===== src/hdl/assert_macros.svh =====
// Assertion helpers used by the top-level RTL file.
`ifndef ASSERT_MACROS_SVH
`define ASSERT_MACROS_SVH

// Whenever the condition a holds, the consequence c must hold in the same cycle.
`define CHK_SAME(lbl, clk, rst_n, a, c, msg) \
    lbl: assert property (@(posedge clk) disable iff (!rst_n) (a) |-> (c)) else $error(msg);

// The condition a must never hold.
`define CHK_NEVER(lbl, clk, rst_n, a, msg) \
    lbl: assert property (@(posedge clk) disable iff (!rst_n) !(a)) else $error(msg);

`endif


===== src/hdl/stp_pkg.sv =====
package stp_pkg;

    localparam int TABLES      = 8;
    localparam int POINTS      = 16;
    localparam int TICK_BITS   = 16;
    localparam int ACTION_BITS = 16;
    localparam int MAX_RES     = 8;
    localparam int QDEPTH      = 4;

    localparam int TBL_W   = $clog2(TABLES);
    localparam int PT_W    = $clog2(POINTS);
    localparam int CNT_W   = $clog2(POINTS + 1);
    localparam int ADDR_W  = TBL_W + PT_W;
    localparam int MEM_D   = TABLES * POINTS;
    localparam int DIV_W   = TICK_BITS + 2;
    localparam int RES_W   = $clog2(MAX_RES + 1);

    typedef enum logic [2:0] {
        RQ_TICK      = 3'd0,
        RQ_START_REL = 3'd1,
        RQ_START_ABS = 3'd2,
        RQ_STOP      = 3'd3,
        RQ_CHAIN     = 3'd4,
        RQ_LOAD_PT   = 3'd5,
        RQ_LOAD_TBL  = 3'd6,
        RQ_UNKNOWN   = 3'd7
    } t_req_kind;

    typedef enum logic [2:0] {
        SC_OK          = 3'd0,
        SC_BAD_ID      = 3'd1,
        SC_BAD_VALUE   = 3'd2,
        SC_WRONG_STATE = 3'd3,
        SC_NO_FUNC     = 3'd4
    } t_code;

    typedef enum logic [1:0] {
        ST_STOP = 2'd0,
        ST_NEXT = 2'd1,
        ST_RUN  = 2'd2
    } t_run;

    localparam logic RK_STATUS = 1'b0;
    localparam logic RK_FIRED  = 1'b1;

    typedef enum logic [2:0] {
        BK_IDLE,
        BK_REQ_RD,
        BK_REQ_EX,
        BK_TICK,
        BK_SCAN,
        BK_APPLY,
        BK_MOD,
        BK_FIN
    } t_bk_state;

    typedef struct packed {
        t_req_kind              kind;
        logic                   bad_id;
        logic                   bad_val;
        logic [2:0]             tid;
        logic [2:0]             oid;
        logic [TICK_BITS-1:0]   val;
        logic [3:0]             pidx;
        logic [ACTION_BITS-1:0] pact;
        logic [4:0]             ptot;
        logic                   rep;
    } t_req;

    // A point count of zero behaves as one; counts are capped at the slot count.
    function automatic logic [CNT_W-1:0] eff_points(input logic [CNT_W-1:0] n);
        logic [CNT_W-1:0] r;
        r = n;
        if (n == '0) r = CNT_W'(1);
        else if (n > CNT_W'(POINTS)) r = CNT_W'(POINTS);
        return r;
    endfunction

endpackage


===== src/hdl/stp_front.sv =====
module stp_front (
    input  logic                          i_clk,
    input  logic                          i_rst_n,
    input  logic                          i_valid,
    output logic                          o_stall,
    input  logic [2:0]                    i_req_type,
    input  logic [2:0]                    i_table_id,
    input  logic [2:0]                    i_other_table_id,
    input  logic [stp_pkg::TICK_BITS-1:0] i_value,
    input  logic [3:0]                    i_point_index,
    input  logic [stp_pkg::ACTION_BITS-1:0] i_point_action,
    input  logic [4:0]                    i_point_total,
    input  logic                          i_repeat_mode,
    output logic                          o_req_valid,
    input  logic                          i_req_pop,
    output stp_pkg::t_req                 o_req
);

    localparam int QP_W = $clog2(stp_pkg::QDEPTH);
    localparam int QC_W = $clog2(stp_pkg::QDEPTH + 1);

    stp_pkg::t_req    r_q [stp_pkg::QDEPTH];
    logic [QP_W-1:0]  r_wp, r_rp;
    logic [QC_W-1:0]  r_cnt;
    stp_pkg::t_req    cls;
    logic             push;

    // Classify the incoming request so the back end only sees decoded flags.
    always_comb begin
        cls.kind    = stp_pkg::t_req_kind'(i_req_type);
        cls.tid     = i_table_id;
        cls.oid     = i_other_table_id;
        cls.val     = i_value;
        cls.pidx    = i_point_index;
        cls.pact    = i_point_action;
        cls.ptot    = i_point_total;
        cls.rep     = i_repeat_mode;
        cls.bad_id  = 1'b0;
        cls.bad_val = 1'b0;
        if (cls.kind != stp_pkg::RQ_TICK && cls.kind != stp_pkg::RQ_UNKNOWN) begin
            cls.bad_id = ({1'b0, i_table_id} >= 4'(stp_pkg::TABLES)) ||
                         (cls.kind == stp_pkg::RQ_CHAIN &&
                          {1'b0, i_other_table_id} >= 4'(stp_pkg::TABLES));
        end
        if (cls.kind == stp_pkg::RQ_LOAD_PT) begin
            cls.bad_val = {1'b0, i_point_index} >= 5'(stp_pkg::POINTS);
        end else if (cls.kind == stp_pkg::RQ_LOAD_TBL) begin
            cls.bad_val = (i_point_total == 5'd0) ||
                          ({1'b0, i_point_total} > 6'(stp_pkg::POINTS));
        end
    end

    assign o_stall     = (r_cnt == QC_W'(stp_pkg::QDEPTH));
    assign push        = i_valid && !o_stall;
    assign o_req_valid = (r_cnt != '0);
    assign o_req       = r_q[r_rp];

    always_ff @(posedge i_clk) begin
        if (!i_rst_n) begin
            r_wp  <= '0;
            r_rp  <= '0;
            r_cnt <= '0;
        end else begin
            if (push) r_wp <= r_wp + QP_W'(1);
            if (i_req_pop) r_rp <= r_rp + QP_W'(1);
            if (push && !i_req_pop) r_cnt <= r_cnt + QC_W'(1);
            else if (!push && i_req_pop) r_cnt <= r_cnt - QC_W'(1);
        end
    end

    always_ff @(posedge i_clk) begin
        if (push) r_q[r_wp] <= cls;
    end

endmodule


===== config.mk =====
export PLATFORM = sky130hd
export DESIGN_NAME = stp_front
export DESIGN_NICKNAME = d
export VERILOG_FILES = /design/src/hdl/assert_macros.svh /design/src/hdl/stp_pkg.sv /design/src/hdl/stp_front.sv
export SDC_FILE = /design/constraint.sdc
export NUM_CORES = 1
export LEC_CHECK = 0
export BUFFER_PORTS_ARGS = -buffer_cell sky130_fd_sc_hd__buf_2
export CORE_MARGIN = 4
export CORE_UTILIZATION = 51
export CTS_CLUSTER_DIAMETER = 40
export DETAILED_ROUTE_END_ITERATION = 8
export GPL_TIMING_DRIVEN = 0
export PLACE_DENSITY = 0.75
export SLEW_MARGIN = 20
export SYNTH_ARGS = -nofsm -noshare
export SYNTH_HDL_FRONTEND = slang
export SYNTH_SLANG_ARGS = --single-unit

===== constraint.sdc =====
create_clock -name i_clk -period 2.3 [get_ports i_clk]
set_input_delay 0.23 -clock i_clk [delete_from_list [all_inputs] [get_ports i_clk]]
set_output_delay 0.23 -clock i_clk [all_outputs]
set_load 0.005 [all_outputs]

Word-level counts from Yosys, hierarchy flattened
Memories as Yosys holds them, arrays and structs flattened. A register that Yosys moved wholly into a read port is not among the register bits.
Cells that the tools add are included.
{ "classes": {"n_addsub": 4, "n_lt_le_gt_ge": 1, "n_eq_ne": 3, "n_mux": 8, "reduce_logical": 10} }
{ "ops": {"columns": ["op", "n"], "rows": [
  ["equality test 3 bit, second input constant", 3],
  ["2-to-1 mux 3 bit", 2],
  ["greater-than comparator 5 bit, second input constant", 1],
  ["zero test 5 bit", 1],
  ["adder 2 x 1 -> 2 bit, second input constant", 2],
  ["2-to-1 mux 1 bit", 4],
  ["2-to-1 mux 2 bit", 2],
  ["adder 3 x 1 -> 3 bit, second input constant", 1],
  ["logical AND 1 bit", 3],
  ["zero test 1 bit", 3],
  ["nonzero test 3 bit", 1],
  ["subtractor 3 x 1 -> 3 bit, second input constant", 1],
  ["nonzero test 2 bit", 1],
  ["logical OR 1 bit", 1]
]} }
{ "word_totals": {"ff_bits": 7, "mem_bits_rw": 208, "input_bits": 55, "out_inout_bits": 55, "elab_cells": 30, "n_memories": 1} }
{ "memory_table": {"columns": ["name", "depth", "word_bits", "read_ports", "rd_ports_with_merged_regs", "wr", "line", "text"], "rows": [
  ["r_q", 4, 52, 1, 1, 1, "stp_front.sv:22", "stp_pkg::t_req r_q [stp_pkg::QDEPTH];"]
]} }

Logic depth before layout (Yosys ltp)
{ "logic_depth": {"ltp_word": 7, "ltp_mapped": 9, "mapped_depth_nobuf": 8} }

Least setup slack after synthesis
OpenSTA, ideal clock, no wires.
{ "synth_path": {"path_type": "reg2reg", "from": "register r_cnt[0]", "to": "memory r_q[0][0] (netlist name) (enable)", "setup_time_ps": 415, "t_arrival_ps": 1995, "slack_ps": -110, "path_stages_with_launch": 5, "period_less_slack_ps": 2410, "path_cell_list": "dfxtp_1 > nor3b_1 > nor2b_1 > buf_2 > and2_1"} }
{ "synth_between": {"elab_chain_len": 5} }
{ "synth_lines": {"columns": ["element", "line", "text"], "rows": [
  ["start: declaration", "stp_front.sv:24", "logic [QC_W-1:0] r_cnt;"],
  ["start signal: assignment", "stp_front.sv:66", "if (push && !i_req_pop) r_cnt <= r_cnt + QC_W'(1);"],
  ["start signal: assignment", "stp_front.sv:67", "else if (!push && i_req_pop) r_cnt <= r_cnt - QC_W'(1);"],
  ["equality test 3 bit", "stp_front.sv:53", "assign o_stall = (r_cnt == QC_W'(stp_pkg::QDEPTH));"],
  ["via o_stall", "stp_front.sv:5", "output logic o_stall,"],
  ["zero test 1 bit", "stp_front.sv:54", "assign push = i_valid && !o_stall;"],
  ["logical AND 1 bit", "stp_front.sv:54", null],
  ["via push", "stp_front.sv:26", "logic push;"],
  ["2-to-1 mux 1 bit", "stp_front.sv:72", "if (push) r_q[r_wp] <= cls;"],
  ["2-to-1 mux 1 bit (implied by the code)", "stp_front.sv:72", null],
  ["end: declaration", "stp_front.sv:22", null]
]} }
The timed path passes the listed nets, and every way through them passes these cells.

==> summary.md <==
| Metric | Value |
|---|---|
| # setup viols final | `0` |
| Final Skew | `0.00850 ns` |
| Drt first pass iters | `4` |
| Top Ports | `110` |
| Core region area | `15400 µm²` |
| Worst-path fanout max | `10` |
| WS Path Type | `flip-flop to output port` |
| Total die area | `17900 µm²` |
| Unrepaired setup endpoints after global routing | `true` |
| DRT iter0 DRCs | `206` |
| Worst Hold Class | `primary input to flip-flop` |
| Largest net degree at the start of global routing | `34` |
| Area delta synth->final | `28.3%` |
| Inserted Clock Buffers | `27` |
| Clk_lat worst skew | `0.51 ns` |
| Worst r2r src | `r_cnt[2]$_SDFFE_PN0P_` |
| Period utilization | `0.943` |
| Area share of the largest cell type after synthesis | `0.774` |
| FFs w/ async S/R, synth | `0` |
| TritonCTS clock tree | `yes` |
| Final-layout fill cell count | `1008` |
| Max-Cap Viols | `0` |
| Fmax | `461 MHz` |
| Antenna Cells | `0` |
| Routed len/inst | `19.4 µm` |
| GRT overflow | `0` |
| Critical Path AT | `1.94 ns` |
| Cell Rows | `45` |
| Root Buffer | `clkbuf_16` |
| Die Y | `134 µm` |
| Number of synthesized flops with an enable pin | `208` |
| Util after Layout | `0.673` |
| Top_reg_cell synth | `edfxtp_1` |
| Tmin final | `2.17 ns` |
| CP endpoint kind | `output port` |
| Worst-path clk slew | `0.05 ns` |
| Ys Warns | `0` |
| Mapped Cells | `326` |
| Vias in the first global route | `4318` |
| Seq/Total Area, Yosys | `0.797` |
| Fin. max-slew vios | `0` |
| Nets | `578` |
| Yosys reg bits | `217` |
| Syn_nets | `387` |
| GRT Total Usage | `0.168` |
| First-pass GRT wire length | `23.1 mm` |
| Gp weighted congestion | `0.680` |
| CP Data Required Time | `2.07 ns` |
| Htree depth | `1` |
| Final worst slack | `0.130 ns` |
| Syn Area/Cell | `24.7 µm²` |
| Peak supply drop | `0.645 mV` |
| Maximum root-to-sink buffer count | `3` |
| Clk sinks | `217` |
| Count leader, synth | `edfxtp_1` |
| Post-DP HPWL | `8.75 mm` |
| Placed cell areas | `8950 µm²` |
| Synth top cells by count | `edfxtp_1, mux4_2, dfxtp_1` |
| Synth area leaders | `edfxtp_1, mux4_2, dfxtp_1, buf_12, ha_1` |
| Starting Density | `0.525` |
| Final Hold Viols | `0` |
| Final ANT Viol Nets | `0` |
| Leakage Power | `0.00360 µW` |
| Nature of the critical path startpoint | `flip-flop` |
| Outcome | `finished clean` |
| Vias after detailed routing | `3874` |
| Layout Cell Area excl Fill | `10300 µm²` |
| IO buf count | `107` |
| Routed WL | `14.5 mm` |
| Place WS | `0.0823 ns` |
| Antenna violations before repair | `0` |
| Synthesized area | `8070 µm²` |
| # DRC | `0` |
| Post-CTS setup buffers | `0` |
| Pwr Density | `978 nW/µm²` |
| Min-delay src | `i_req_pop` |
| Pwr Total | `10100 µW` |
| Horiz. Die Dim | `134 µm` |
| Synth area leader | `edfxtp_1` |
| Fraction of layout cells with a size suffix above 1 | `0.417` |
| Hold slack | `0.137 ns` |
| Distinct cells, synth | `25` |
| Drt via density | `5.18` |
-- critical path: stages, from the launching register on --
cell and delay, ns:
dfxtp_1 0.30, clkbuf_1 0.26, buf_2 0.36, mux4_2 0.37, buf_2 0.15
-- cell families (layout without fill, tap and decap cells) --
family                     count (synthesis)  in the layout  synth area share
DFF                                      217            217             0.797
adders and majority gates                  6              6            0.0102
xor gates and xnor gates                   5              5           0.00543
AOI/OAI and AO/OA                          2              2           0.00155
muxes                                     55             55             0.150
and+or+nand+nor                           21             21            0.0144
other                                      1              1          0.000465
buffers and inverters                     19            230            0.0213
-- report_power, final --
group / internal (µW) / switching (µW)
logic: 656 / 621
clock network: 2400 / 1590
registers: 4740 / 100
-- timing repair --
action                                 4_1_cts  5_1_grt
gates resized for setup                      0        4
setup endpoints to repair                    0        9
hold buffers                                51        0
endpoints found under the hold margin      204        0
-- metrics by stage --
stage	instances	setup TNS, ns
6_report	748	0
5_1_grt	748	-0.0781
4_1_cts	748	0
3_5_place_dp	648	0
3_3_place_gp	644	-17.42
2_1_floorplan	326	0
-- state kept, by name, summed over array words and instances, names as in the netlist, named ones only --
signal,flops
r_q,208
r_cnt,3
r_wp,2
r_rp,2
-- cell usage in the layout, fill, tap and decap left out --
cell type and n:
edfxtp_1 208, buf_2 112, dlygate4sd3_1 51, mux4_2 50, clkbuf_16 27, buf_12 9, dfxtp_1 7, nand2_1 6
ha_1 5, inv_6 5, clkinv_1 5, inv_1 4, and2_4 4, and2_1 4, xnor2_1 3, mux2i_1 3
clkinvlp_4 3, clkinv_4 3, clkinv_2 3, nor2b_1 2, buf_4 2, clkbuf_1 2, or3_1 2, mux4_1 2
xor2_1 2, bufinv_16 2, dfxtp_2 2, nor3b_1 1, buf_6 1, nor4_1 1, nor3_1 1, o21ai_0 1
a21boi_0 1, fa_1 1, conb_1 1, inv_8 1
-- layer usage --
layer	vias up	wire length, µm	global-route usage
met5	-	0	0
met4	0	203	0.0429
met3	18	801	0.0336
met2	107	7400	0.287
met1	1996	6140	0.223
li1	1753	-	-
-- layout make-up --
class	instances	area (µm²)	share of cell area
clock buffers	27	676	0.0653
multi-input cells	90	1480	0.143
clock inverters	22	198	0.0191
well taps	211	264	0.0255
plain buffers	15	159	0.0154
repair buffers	162	1130	0.109
flip-flops and latches	217	6430	0.622
inverters	4	15.0	0.00145
-- worst paths after layout --
check	depth (start not counted)	slack [ns]	end
min	3	0.14	r_rp[0]$_SDFFE_PN0P_
min reg2reg	2	0.54	r_cnt[2]$_SDFFE_PN0P_
max reg2reg	9	0.14	r_cnt[2]$_SDFFE_PN0P_
max	4	0.13	o_req[48]
Power figures use the tool's default switching activity.
